--- config.mk ---
export PLATFORM = sky130hd
export DESIGN_NAME = snr_squelch_hysteresis_hang_flat
export DESIGN_NICKNAME = d
export VERILOG_FILES = /design/src/hdl/sqh_pkg.sv /design/src/hdl/sqh_if.sv /design/src/hdl/sqh_ctrl.sv /design/src/hdl/sqh_datapath.sv /design/src/hdl/snr_squelch_hysteresis_hang.sv /design/src/flat_wrapper.sv
export SDC_FILE = /design/constraint.sdc
export NUM_CORES = 2
export LEC_CHECK = 0
export ABC_CLOCK_PERIOD_IN_PS = 23300
export BUFFER_PORTS_ARGS = -buffer_cell sky130_fd_sc_hd__buf_4
export CAP_MARGIN = 25
export CORE_MARGIN = 5
export CORE_UTILIZATION = 49
export DETAILED_ROUTE_END_ITERATION = 10
export PLACE_DENSITY = 0.76
export SYNTH_ARGS = -nofsm -noshare
export SYNTH_HDL_FRONTEND = slang
export SYNTH_HIERARCHICAL = 1
export SYNTH_SLANG_ARGS = --single-unit
--- constraint.sdc ---
create_clock -name clk_i -period 23.3 [get_ports clk_i]
set_input_delay 1.165 -clock clk_i [delete_from_list [all_inputs] [get_ports clk_i]]
set_output_delay 1.165 -clock clk_i [all_outputs]
set_load 0.02 [all_outputs]
--- src/hdl/sqh_pkg.sv ---
// Shared types and constants for the SNR squelch block.
// Used by every other file of the block but the assertion macro header; depends on nothing.
package sqh_pkg;

  // Defaults of the top-level parameters.
  localparam int unsigned MaxBlockDefault   = 4096;
  localparam int unsigned SampleBitsDefault = 16;

  // Fixed field widths.
  localparam int unsigned LenW     = 13;
  localparam int unsigned RatioW   = 16;
  localparam int unsigned HangW    = 16;
  localparam int unsigned CfgIdxW  = 8;
  localparam int unsigned CfgDataW = 16;

  // Register indexes.
  localparam logic [CfgIdxW-1:0] RegEnable = 8'd0;
  localparam logic [CfgIdxW-1:0] RegOpen   = 8'd1;
  localparam logic [CfgIdxW-1:0] RegClose  = 8'd2;
  localparam logic [CfgIdxW-1:0] RegHang   = 8'd3;

  // Register reset values.
  localparam logic              EnableRst = 1'b1;
  localparam logic [RatioW-1:0] OpenRst   = 16'd2560;
  localparam logic [RatioW-1:0] CloseRst  = 16'd1615;
  localparam logic [HangW-1:0]  HangRst   = 16'd12000;

  // Which product the shared multiplier forms.
  typedef enum logic [1:0] {
    MulSig   = 2'd0,
    MulTot   = 2'd1,
    MulOpen  = 2'd2,
    MulClose = 2'd3
  } mul_sel_e;

  typedef struct packed {
    logic              enable;
    logic [RatioW-1:0] open_ratio;
    logic [RatioW-1:0] close_ratio;
    logic [HangW-1:0]  hang_samples;
  } cfg_t;

  // Commands from the controller to the datapath.
  typedef struct packed {
    logic     capture;
    logic     sq_first;
    logic     sq_second;
    logic     root_start;
    logic     root_step;
    logic     accum;
    logic     mul_start;
    logic     mul_step;
    logic     mul_store;
    mul_sel_e mul_sel;
    logic     finish;
  } cmd_t;

  // Status from the datapath to the controller.
  typedef struct packed {
    logic root_done;
    logic mul_done;
    logic block_last;
    logic out_free;
  } stat_t;

endpackage

--- src/hdl/sqh_if.sv ---
// Handshake channels of the SNR squelch block: samples, results, register writes.
// Depends on sqh_pkg for the fixed field widths.
interface sqh_in_if #(
  parameter int unsigned SampleBits = sqh_pkg::SampleBitsDefault
);
  logic                  valid;
  logic                  ready;
  logic [SampleBits-1:0] in_phase;
  logic [SampleBits-1:0] quadrature;
  logic                  block_end;

  modport source (output valid, in_phase, quadrature, block_end, input ready);
  modport sink   (input valid, in_phase, quadrature, block_end, output ready);
endinterface

interface sqh_out_if;
  logic                      valid;
  logic                      ready;
  logic                      gate_open;
  logic                      above_open;
  logic                      below_close;
  logic [sqh_pkg::LenW-1:0]  block_length;

  modport source (output valid, gate_open, above_open, below_close, block_length,
                  input ready);
  modport sink   (input valid, gate_open, above_open, below_close, block_length,
                  output ready);
endinterface

interface sqh_cfg_if;
  logic                         valid;
  logic                         ready;
  logic [sqh_pkg::CfgIdxW-1:0]  index;
  logic [sqh_pkg::CfgDataW-1:0] data;

  modport source (output valid, index, data, input ready);
  modport sink   (input valid, index, data, output ready);
endinterface

--- src/hdl/sqh_ctrl.sv ---
// Controller state machine of the SNR squelch block.
// Depends on sqh_pkg for the command and status structs.
module sqh_ctrl (
  input  logic           clk_i,
  input  logic           rst_ni,
  input  logic           in_valid_i,
  output logic           in_ready_o,
  input  sqh_pkg::stat_t stat_i,
  output sqh_pkg::cmd_t  cmd_o
);

  localparam logic [3:0] SIdle    = 4'd0;
  localparam logic [3:0] SSqI     = 4'd1;
  localparam logic [3:0] SSqQ     = 4'd2;
  localparam logic [3:0] SRootIni = 4'd3;
  localparam logic [3:0] SRoot    = 4'd4;
  localparam logic [3:0] SAcc     = 4'd5;
  localparam logic [3:0] SSigLd   = 4'd6;
  localparam logic [3:0] SSigRun  = 4'd7;
  localparam logic [3:0] STotLd   = 4'd8;
  localparam logic [3:0] STotRun  = 4'd9;
  localparam logic [3:0] SOpnLd   = 4'd10;
  localparam logic [3:0] SOpnRun  = 4'd11;
  localparam logic [3:0] SClsLd   = 4'd12;
  localparam logic [3:0] SClsRun  = 4'd13;
  localparam logic [3:0] SDone    = 4'd14;

  logic [3:0] state_q, state_d;

  assign in_ready_o = (state_q == SIdle);

  // Next state and command decode.
  always_comb begin
    state_d = state_q;
    cmd_o   = '0;
    cmd_o.mul_sel = sqh_pkg::MulSig;
    unique case (state_q) inside
      SIdle: begin
        if (in_valid_i) begin
          cmd_o.capture = 1'b1;
          state_d = SSqI;
        end
      end
      SSqI: begin
        cmd_o.sq_first = 1'b1;
        state_d = SSqQ;
      end
      SSqQ: begin
        cmd_o.sq_second = 1'b1;
        state_d = SRootIni;
      end
      SRootIni: begin
        cmd_o.root_start = 1'b1;
        state_d = SRoot;
      end
      SRoot: begin
        if (stat_i.root_done) begin
          state_d = SAcc;
        end else begin
          cmd_o.root_step = 1'b1;
        end
      end
      SAcc: begin
        cmd_o.accum = 1'b1;
        state_d = stat_i.block_last ? SSigLd : SIdle;
      end
      SSigLd, STotLd, SOpnLd, SClsLd: begin
        cmd_o.mul_start = 1'b1;
        cmd_o.mul_sel = (state_q == SSigLd) ? sqh_pkg::MulSig :
                        (state_q == STotLd) ? sqh_pkg::MulTot :
                        (state_q == SOpnLd) ? sqh_pkg::MulOpen : sqh_pkg::MulClose;
        state_d = state_q + 4'd1;
      end
      SSigRun, STotRun, SOpnRun, SClsRun: begin
        cmd_o.mul_sel = (state_q == SSigRun) ? sqh_pkg::MulSig :
                        (state_q == STotRun) ? sqh_pkg::MulTot :
                        (state_q == SOpnRun) ? sqh_pkg::MulOpen : sqh_pkg::MulClose;
        if (stat_i.mul_done) begin
          cmd_o.mul_store = 1'b1;
          state_d = state_q + 4'd1;
        end else begin
          cmd_o.mul_step = 1'b1;
        end
      end
      SDone: begin
        if (stat_i.out_free) begin
          cmd_o.finish = 1'b1;
          state_d = SIdle;
        end
      end
      default: state_d = SIdle;
    endcase
  end

  always_ff @(posedge clk_i or negedge rst_ni) begin
    if (!rst_ni) begin
      state_q <= SIdle;
    end else begin
      state_q <= state_d;
    end
  end

endmodule

--- src/hdl/sqh_datapath.sv ---
// Datapath of the SNR squelch block: magnitude, accumulators, shared multiplier,
// squelch state and result register. Depends on sqh_pkg.
module sqh_datapath #(
  parameter int unsigned MaxBlock   = sqh_pkg::MaxBlockDefault,
  parameter int unsigned SampleBits = sqh_pkg::SampleBitsDefault
) (
  input  logic                     clk_i,
  input  logic                     rst_ni,
  input  sqh_pkg::cmd_t            cmd_i,
  output sqh_pkg::stat_t           stat_o,
  input  sqh_pkg::cfg_t            cfg_i,
  input  logic [SampleBits-1:0]    in_phase_i,
  input  logic [SampleBits-1:0]    quadrature_i,
  input  logic                     block_end_i,
  input  logic                     out_ready_i,
  output logic                     out_valid_o,
  output logic                     gate_open_o,
  output logic                     above_open_o,
  output logic                     below_close_o,
  output logic [sqh_pkg::LenW-1:0] block_length_o
);

  localparam int unsigned SB   = SampleBits;
  localparam int unsigned CW   = $clog2(MaxBlock + 1);
  localparam int unsigned PW   = 2 * SB;
  localparam int unsigned S1W  = SB + CW;
  localparam int unsigned S2W  = PW + CW;
  localparam int unsigned SIGW = 2 * S1W;
  localparam int unsigned VW   = S2W + CW;
  localparam int unsigned MW   = (SIGW + 8 > VW + sqh_pkg::RatioW) ?
                                 (SIGW + 8) : (VW + sqh_pkg::RatioW);
  localparam int unsigned BW   = (S1W > sqh_pkg::RatioW) ? S1W : sqh_pkg::RatioW;
  localparam int unsigned RW   = SB + 3;
  localparam int unsigned RCW  = $clog2(SB + 1);
  localparam int unsigned XW   = (sqh_pkg::HangW > CW) ? sqh_pkg::HangW : CW;

  logic [SB-1:0]   ai_q, aq_q;
  logic            end_q;
  logic [PW-1:0]   p_q;
  logic [PW-1:0]   x_q;
  logic [RW-1:0]   rem_q;
  logic [SB-1:0]   root_q;
  logic [RCW-1:0]  rcnt_q;
  logic [S1W-1:0]  s1_q;
  logic [S2W-1:0]  s2_q;
  logic [CW-1:0]   n_q;
  logic [MW-1:0]   ma_q, macc_q;
  logic [BW-1:0]   mb_q;
  logic [SIGW-1:0] sig_q;
  logic [VW-1:0]   var_q;
  logic            var_zero_q, above_q, below_q;
  logic            open_q;
  logic [sqh_pkg::HangW-1:0] hang_q;
  logic            out_valid_q;

  // Magnitudes of the incoming sample in two's complement.
  logic [SB-1:0] ai_abs, aq_abs;
  assign ai_abs = in_phase_i[SB-1]   ? (~in_phase_i + SB'(1))   : in_phase_i;
  assign aq_abs = quadrature_i[SB-1] ? (~quadrature_i + SB'(1)) : quadrature_i;

  // One squarer shared by both components.
  logic [SB-1:0] sq_in;
  logic [PW-1:0] sq;
  assign sq_in = cmd_i.sq_second ? aq_q : ai_q;
  assign sq    = sq_in * sq_in;

  // Restoring square root, one result bit per cycle.
  logic [RW-1:0] rem_sh, trial;
  logic          take;
  assign rem_sh = {rem_q[RW-3:0], x_q[PW-1:PW-2]};
  assign trial  = RW'({root_q, 2'b01});
  assign take   = (rem_sh >= trial);

  // Operand selection for the shared shift-add multiplier.
  logic [MW-1:0] op_a;
  logic [BW-1:0] op_b;
  always_comb begin
    case (cmd_i.mul_sel)
      sqh_pkg::MulSig: begin
        op_a = MW'(s1_q);
        op_b = BW'(s1_q);
      end
      sqh_pkg::MulTot: begin
        op_a = MW'(s2_q);
        op_b = BW'(n_q);
      end
      sqh_pkg::MulOpen: begin
        op_a = MW'(var_q);
        op_b = BW'(cfg_i.open_ratio);
      end
      default: begin
        op_a = MW'(var_q);
        op_b = BW'(cfg_i.close_ratio);
      end
    endcase
  end

  // Signal term scaled by 256 for the Q8.8 ratios.
  logic [MW-1:0] sig_sh, sig_ext;
  assign sig_ext = MW'(sig_q);
  assign sig_sh  = sig_ext << 8;

  // Decision values for the block being finished.
  logic             above_f, below_f;
  logic [XW-1:0]    hang_ext, n_ext;
  logic [sqh_pkg::HangW-1:0] hang_dec;
  assign above_f  = var_zero_q | above_q;
  assign below_f  = ~var_zero_q & below_q;
  assign hang_ext = XW'(hang_q);
  assign n_ext    = XW'(n_q);
  assign hang_dec = (hang_ext > n_ext) ? sqh_pkg::HangW'(hang_ext - n_ext) : '0;

  assign stat_o.root_done  = (rcnt_q == '0);
  assign stat_o.mul_done   = (mb_q == '0);
  assign stat_o.block_last = end_q | (n_q == CW'(MaxBlock - 1));
  assign stat_o.out_free   = ~out_valid_q | out_ready_i;

  // Sample capture, squaring and square root (payload, no reset).
  always_ff @(posedge clk_i) begin
    if (cmd_i.capture) begin
      ai_q  <= ai_abs;
      aq_q  <= aq_abs;
      end_q <= block_end_i;
    end
    if (cmd_i.sq_first) begin
      p_q <= sq;
    end else if (cmd_i.sq_second) begin
      p_q <= p_q + sq;
    end
    if (cmd_i.root_start) begin
      x_q    <= p_q;
      rem_q  <= '0;
      root_q <= '0;
      rcnt_q <= RCW'(SB);
    end else if (cmd_i.root_step) begin
      x_q    <= x_q << 2;
      rem_q  <= take ? (rem_sh - trial) : rem_sh;
      root_q <= {root_q[SB-2:0], take};
      rcnt_q <= rcnt_q - RCW'(1);
    end
  end

  // Shared multiplier and the block-end products.
  always_ff @(posedge clk_i) begin
    if (cmd_i.mul_start) begin
      ma_q   <= op_a;
      mb_q   <= op_b;
      macc_q <= '0;
    end else if (cmd_i.mul_step) begin
      if (mb_q[0]) begin
        macc_q <= macc_q + ma_q;
      end
      ma_q <= ma_q << 1;
      mb_q <= mb_q >> 1;
    end
    if (cmd_i.mul_store) begin
      case (cmd_i.mul_sel)
        sqh_pkg::MulSig: sig_q <= SIGW'(macc_q);
        sqh_pkg::MulTot: begin
          var_q      <= (macc_q > sig_ext) ? VW'(macc_q - sig_ext) : '0;
          var_zero_q <= (macc_q <= sig_ext);
        end
        sqh_pkg::MulOpen: above_q <= (sig_sh > macc_q);
        default:          below_q <= (sig_sh < macc_q);
      endcase
    end
  end

  // Block accumulators, squelch state and result valid.
  always_ff @(posedge clk_i or negedge rst_ni) begin
    if (!rst_ni) begin
      s1_q        <= '0;
      s2_q        <= '0;
      n_q         <= '0;
      open_q      <= 1'b0;
      hang_q      <= '0;
      out_valid_q <= 1'b0;
    end else begin
      if (cmd_i.accum) begin
        s1_q <= s1_q + S1W'(root_q);
        s2_q <= s2_q + S2W'(p_q);
        n_q  <= n_q + CW'(1);
      end else if (cmd_i.finish) begin
        s1_q <= '0;
        s2_q <= '0;
        n_q  <= '0;
      end
      if (cmd_i.finish) begin
        if (!cfg_i.enable) begin
          open_q <= 1'b1;
        end else if (above_f) begin
          open_q <= 1'b1;
          hang_q <= cfg_i.hang_samples;
        end else if (hang_q != '0) begin
          hang_q <= hang_dec;
        end else if (below_f) begin
          open_q <= 1'b0;
        end
        out_valid_q <= 1'b1;
      end else if (out_ready_i) begin
        out_valid_q <= 1'b0;
      end
    end
  end

  // Result word register.
  always_ff @(posedge clk_i) begin
    if (cmd_i.finish) begin
      gate_open_o    <= ~cfg_i.enable | above_f | (open_q & ~(hang_q == '0 & below_f));
      above_open_o   <= above_f;
      below_close_o  <= below_f;
      block_length_o <= sqh_pkg::LenW'(n_q);
    end
  end

  assign out_valid_o = out_valid_q;

endmodule

--- src/hdl/snr_squelch_hysteresis_hang.sv ---
// SNR squelch with hysteresis and hang time. Each sample word is taken one at a
// time: magnitude is formed by a squarer, used for I and then Q, and a restoring
// square root that yields one bit per cycle; the next sample is taken only once
// the current one has been accumulated. A word with block_end set, or the
// MaxBlock-th sample, closes the block; four products then run on one shift-add
// multiplier at one multiplier bit per cycle, after which the result word is
// loaded into the output register as soon as that register is free. The output
// register lets the next block start while a result waits. Register writes are
// always accepted and should only be made while the block is idle.
module snr_squelch_hysteresis_hang #(
  parameter int unsigned MaxBlock   = sqh_pkg::MaxBlockDefault,
  parameter int unsigned SampleBits = sqh_pkg::SampleBitsDefault
) (
  input  logic      clk_i,
  input  logic      rst_ni,
  sqh_in_if.sink    sample_i,
  sqh_out_if.source result_o,
  sqh_cfg_if.sink   cfg_i
);

  sqh_pkg::cfg_t  cfg_q;
  sqh_pkg::cmd_t  cmd;
  sqh_pkg::stat_t stat;

  // Configuration registers; writes beyond the list are dropped.
  assign cfg_i.ready = 1'b1;

  always_ff @(posedge clk_i or negedge rst_ni) begin
    if (!rst_ni) begin
      cfg_q.enable       <= sqh_pkg::EnableRst;
      cfg_q.open_ratio   <= sqh_pkg::OpenRst;
      cfg_q.close_ratio  <= sqh_pkg::CloseRst;
      cfg_q.hang_samples <= sqh_pkg::HangRst;
    end else if (cfg_i.valid) begin
      unique case (cfg_i.index)
        sqh_pkg::RegEnable: cfg_q.enable       <= cfg_i.data[0];
        sqh_pkg::RegOpen:   cfg_q.open_ratio   <= cfg_i.data;
        sqh_pkg::RegClose:  cfg_q.close_ratio  <= cfg_i.data;
        sqh_pkg::RegHang:   cfg_q.hang_samples <= cfg_i.data;
        default: ;
      endcase
    end
  end

  sqh_ctrl u_ctrl (
    .clk_i      (clk_i),
    .rst_ni     (rst_ni),
    .in_valid_i (sample_i.valid),
    .in_ready_o (sample_i.ready),
    .stat_i     (stat),
    .cmd_o      (cmd)
  );

  sqh_datapath #(
    .MaxBlock   (MaxBlock),
    .SampleBits (SampleBits)
  ) u_datapath (
    .clk_i          (clk_i),
    .rst_ni         (rst_ni),
    .cmd_i          (cmd),
    .stat_o         (stat),
    .cfg_i          (cfg_q),
    .in_phase_i     (sample_i.in_phase),
    .quadrature_i   (sample_i.quadrature),
    .block_end_i    (sample_i.block_end),
    .out_ready_i    (result_o.ready),
    .out_valid_o    (result_o.valid),
    .gate_open_o    (result_o.gate_open),
    .above_open_o   (result_o.above_open),
    .below_close_o  (result_o.below_close),
    .block_length_o (result_o.block_length)
  );

endmodule

--- src/flat_wrapper.sv ---
// flat-port wrapper written by rule: the top's interface ports become plain ports
module snr_squelch_hysteresis_hang_flat 
#(
  parameter int unsigned MaxBlock   = sqh_pkg::MaxBlockDefault,
  parameter int unsigned SampleBits = sqh_pkg::SampleBitsDefault
)
  (clk_i, rst_ni, sample_i_valid, sample_i_in_phase, sample_i_quadrature, sample_i_block_end, sample_i_ready, result_o_valid, result_o_gate_open, result_o_above_open, result_o_below_close, result_o_block_length, result_o_ready, cfg_i_valid, cfg_i_index, cfg_i_data, cfg_i_ready);
  sqh_in_if #(.SampleBits(SampleBits)) sample_i_i ();
  sqh_out_if result_o_i ();
  sqh_cfg_if cfg_i_i ();
  input  logic clk_i;
  input  logic rst_ni;
  input wire logic [$bits(sample_i_i.valid)-1:0] sample_i_valid;
  input wire logic [$bits(sample_i_i.in_phase)-1:0] sample_i_in_phase;
  input wire logic [$bits(sample_i_i.quadrature)-1:0] sample_i_quadrature;
  input wire logic [$bits(sample_i_i.block_end)-1:0] sample_i_block_end;
  output wire logic [$bits(sample_i_i.ready)-1:0] sample_i_ready;
  output wire logic [$bits(result_o_i.valid)-1:0] result_o_valid;
  output wire logic [$bits(result_o_i.gate_open)-1:0] result_o_gate_open;
  output wire logic [$bits(result_o_i.above_open)-1:0] result_o_above_open;
  output wire logic [$bits(result_o_i.below_close)-1:0] result_o_below_close;
  output wire logic [$bits(result_o_i.block_length)-1:0] result_o_block_length;
  input wire logic [$bits(result_o_i.ready)-1:0] result_o_ready;
  input wire logic [$bits(cfg_i_i.valid)-1:0] cfg_i_valid;
  input wire logic [$bits(cfg_i_i.index)-1:0] cfg_i_index;
  input wire logic [$bits(cfg_i_i.data)-1:0] cfg_i_data;
  output wire logic [$bits(cfg_i_i.ready)-1:0] cfg_i_ready;
  assign sample_i_i.valid = sample_i_valid;
  assign sample_i_i.in_phase = sample_i_in_phase;
  assign sample_i_i.quadrature = sample_i_quadrature;
  assign sample_i_i.block_end = sample_i_block_end;
  assign sample_i_ready = sample_i_i.ready;
  assign result_o_valid = result_o_i.valid;
  assign result_o_gate_open = result_o_i.gate_open;
  assign result_o_above_open = result_o_i.above_open;
  assign result_o_below_close = result_o_i.below_close;
  assign result_o_block_length = result_o_i.block_length;
  assign result_o_i.ready = result_o_ready;
  assign cfg_i_i.valid = cfg_i_valid;
  assign cfg_i_i.index = cfg_i_index;
  assign cfg_i_i.data = cfg_i_data;
  assign cfg_i_ready = cfg_i_i.ready;
  snr_squelch_hysteresis_hang #(.MaxBlock(MaxBlock), .SampleBits(SampleBits)) u_core (.clk_i(clk_i), .rst_ni(rst_ni), .sample_i(sample_i_i), .result_o(result_o_i), .cfg_i(cfg_i_i));
endmodule
==> flow_summary.toml <==
[run_status]
status = "finished, final reports clean"

[synthesis]
synth_ff_type = "edfxtp_1"
synth_cell_types = 108
yosysWarnings = 6
synth_area_per_cell_um2 = 9.400
syn_inst = 4991
synthArstFlopShare = 0.2612
yosys_register_bits = 605
syn-cell-area_mm2 = 0.04692
synth_commonest_cells = "491 x inv_1, 487 x nand2_1, 408 x ha_1"
synth.most_common_cell = "inv_1"
yosysSeqAreaShare = 0.3469
yosys.area.top_type = "edfxtp_1"
syn_nets = 5627
synth_edf_count = 335
synth_top_area_frac = 0.2144
synthTopCellsByArea = "edfxtp_1 21%, ha_1 11%, dfrtp_1 7.5%"

[clock_network]
root_buffer = "clkbuf_16"
numCtsBuffers = 71
clkSlewWorstSetupHoldPaths_ns = 0.06
clk_path_buf_depth = 3
cts.sinks = 605
cts_hold_buf = 0
cts_tree = "yes"
clkLatencyLatePin_ns = 0.65
htreeDepth = 3
cts_setup_buffers = 0
cts_resized = 0

[worst_setup_path]
critPathArrivalTime_ns = 11.15
cp-end-kind = "flip-flop"
critPathSlowestCell = "mux2i_1"
reg2reg_slack_ns = 12.50
cp_max_fo = 21
critical_path_class = "reg -> reg"
crit_required_ns = 23.65
critPathMaxStageDelay_ns = 0.84
cp_common_cell = "fa_1"
startpoint_type = "flip-flop"

[grt]
grtUsageTotal = 0.2374
antenna_found_initial = 2
grt_pass1_wl_um = 197800
grt_overflow = 0
grt_max_degree = 185
first_global_vias = 36210

[routing]
drc_errors = 0
wl_per_cell_um = 19.91
drtIter0Drc = 3523
ant_nets = 0
wirelength_um = 125500
via_count = 37730
dr.pass1.iters = 7
via_per_inst = 5.988

[cells_and_area]
finalNetCount = 5613
syn_to_final_growth_pct = 8.736
fillers = 8438
drive_gt1_frac = 0.09154

[placement]
gp_congestion = 0.9611
hpwlAfterDp_um = 93470
portBuffers = 79

[floorplanning]
rows = 113
start_util = 0.4938
io_pins = 81
die_w_um = 319.4
die_y_um = 319.4
coreArea_mm2 = 0.09501
dieArea_mm2 = 0.1020

[timing]
fmax_mhz = 92.62
rsz0062_at_grt = "no"
setup_viol = 0
report.final.slew_viol_count = 0
fin_crit_sh = 0.4634
finalHoldViolations = 0
min_period_ns = 10.80
skew_ns = 0.05175
worstMarginPinSlew_ns = 1.119
tns_ns = 0
slew-limit-headroom = 0.2540

[run]
maxCapViolations = 0

[min_path]
min_path_type = "reg -> reg"
per-layer routing:
layer | up-vias | global-route usage | wire length (µm)
met5 | - | 0 | 0
met4 | 0 | 0.07734 | 4386
met3 | 276 | 0.03946 | 9805
met2 | 1479 | 0.3787 | 56350
met1 | 18250 | 0.3328 | 54950
li1 | 17730 | - | -
worst max-delay path, delay by kind of cell (launching register included):
kind                     cells  cell delay, ns
buffers and inverters        6            1.16
multiplexers                 2            0.97
adder cells (fa/ha/maj)      8            3.84
flip-flops                   1            0.60
XOR/XNOR                     2            0.38
AND/OR/NAND/NOR              9            1.99
AO/OA/AOI/OAI                7            1.49
stage by stage:
step / instances / setup WS (ns) / hold slack [ns] / util / area, µm²
detailed placement: 6168 / 12.63 / 0.4839 / 0.5116 / 48610
CTS: 6300 / 12.54 / 0.4925 / 0.5366 / 50990
global placement: 6168 / 13.02 / 0.4824 / 0.5116 / 48610
global route: 6301 / 11.87 / 0.5214 / 0.5369 / 51010
finish: 6302 / 12.50 / 0.4929 / 0.5370 / 51020
floorplan: 4991 / 13.57 / 0.4231 / - / 46920
logic make-up (layout without fill, tap and decap cells):
family / Yosys count / in the layout / synth area share
buf+inv: 698 / 743 / 0.05707
other cells: 1 / 2 / 0.00007993
simple gates: 1348 / 1348 / 0.1334
compound gates: 1276 / 1276 / 0.1766
mux: 224 / 224 / 0.05664
fa+ha+maj: 574 / 574 / 0.1796
flops: 605 / 605 / 0.3469
xor+xnor: 265 / 265 / 0.04963
cells in the final DEF, fill, tap and decap left out, drive strengths merged, types with 25 or more instances in the layout:
| cell | Yosys | final |
|---|---|---|
| mux2i | 75 | 75 |
| nand3 | 84 | 84 |
| a22oi | 32 | 32 |
| o22ai | 42 | 42 |
| clkinv | 8 | 33 |
| nand4 | 75 | 75 |
| fa | 166 | 166 |
| nand2 | 487 | 487 |
| and3 | 32 | 32 |
| o21bai | 49 | 49 |
| inv | 492 | 501 |
| a211oi | 57 | 57 |
| a21o | 163 | 163 |
| clkbuf | 165 | 85 |
| o31ai | 37 | 37 |
| a21oi | 355 | 355 |
| buf | 33 | 111 |
| o21ai | 268 | 268 |
| mux2 | 136 | 136 |
| dfxtp | 112 | 112 |
| nor2 | 378 | 378 |
| xnor2 | 152 | 152 |
| ha | 408 | 408 |
| xor2 | 113 | 113 |
| a31oi | 44 | 44 |
| nor3 | 68 | 68 |
| edfxtp | 335 | 335 |
| o21a | 32 | 32 |
| nand2b | 41 | 41 |
| dfrtp | 141 | 141 |
| nor2b | 50 | 50 |
| o211ai | 25 | 25 |
worst paths after layout:
path / from / endpoint / cells past startpoint
hold / removal: u_core/u_datapath/rem_q[15] / u_core/u_datapath/rem_q[15] / 2
setup reg to reg: u_core/u_ctrl/state_q[2] / u_core/u_datapath/p_q[31] / 34
hold reg to reg: u_core/u_datapath/rem_q[15] / u_core/u_datapath/rem_q[15] / 2
setup / recovery: u_core/u_ctrl/state_q[2] / u_core/u_datapath/p_q[31] / 34
min in group asynchronous: rst_ni / u_core/u_datapath/out_valid_o / 1
max in group asynchronous: rst_ni / u_core/cfg_q[13] / 3
area by class of cell:
cell class              instances  area, µm²  area share
clock inverters                47      489.2    0.009589
flip-flops and latches        605      16280      0.3191
inverters                     500       1877     0.03679
well taps                    1265       1583     0.03102
repair buffers                111      869.6     0.01705
diodes                          1      2.502  0.00004905
clock buffers                  85       1891     0.03706
multi-input cells            3688      28030      0.5494
sequential cells by signal, indices dropped and copies added, names as in the netlist, 32 cells and up:
name                      count
u_core/cfg_q                 49
u_core/u_datapath/p_q        32
u_core/u_datapath/x_q        32
u_core/u_datapath/macc_q     74
u_core/u_datapath/sig_q      58
u_core/u_datapath/s2_q       45
u_core/u_datapath/ma_q       74
u_core/u_datapath/var_q      58
Power is not shown: default switching activity piles up to over one toggle a cycle in this logic, so the estimate is an artifact.
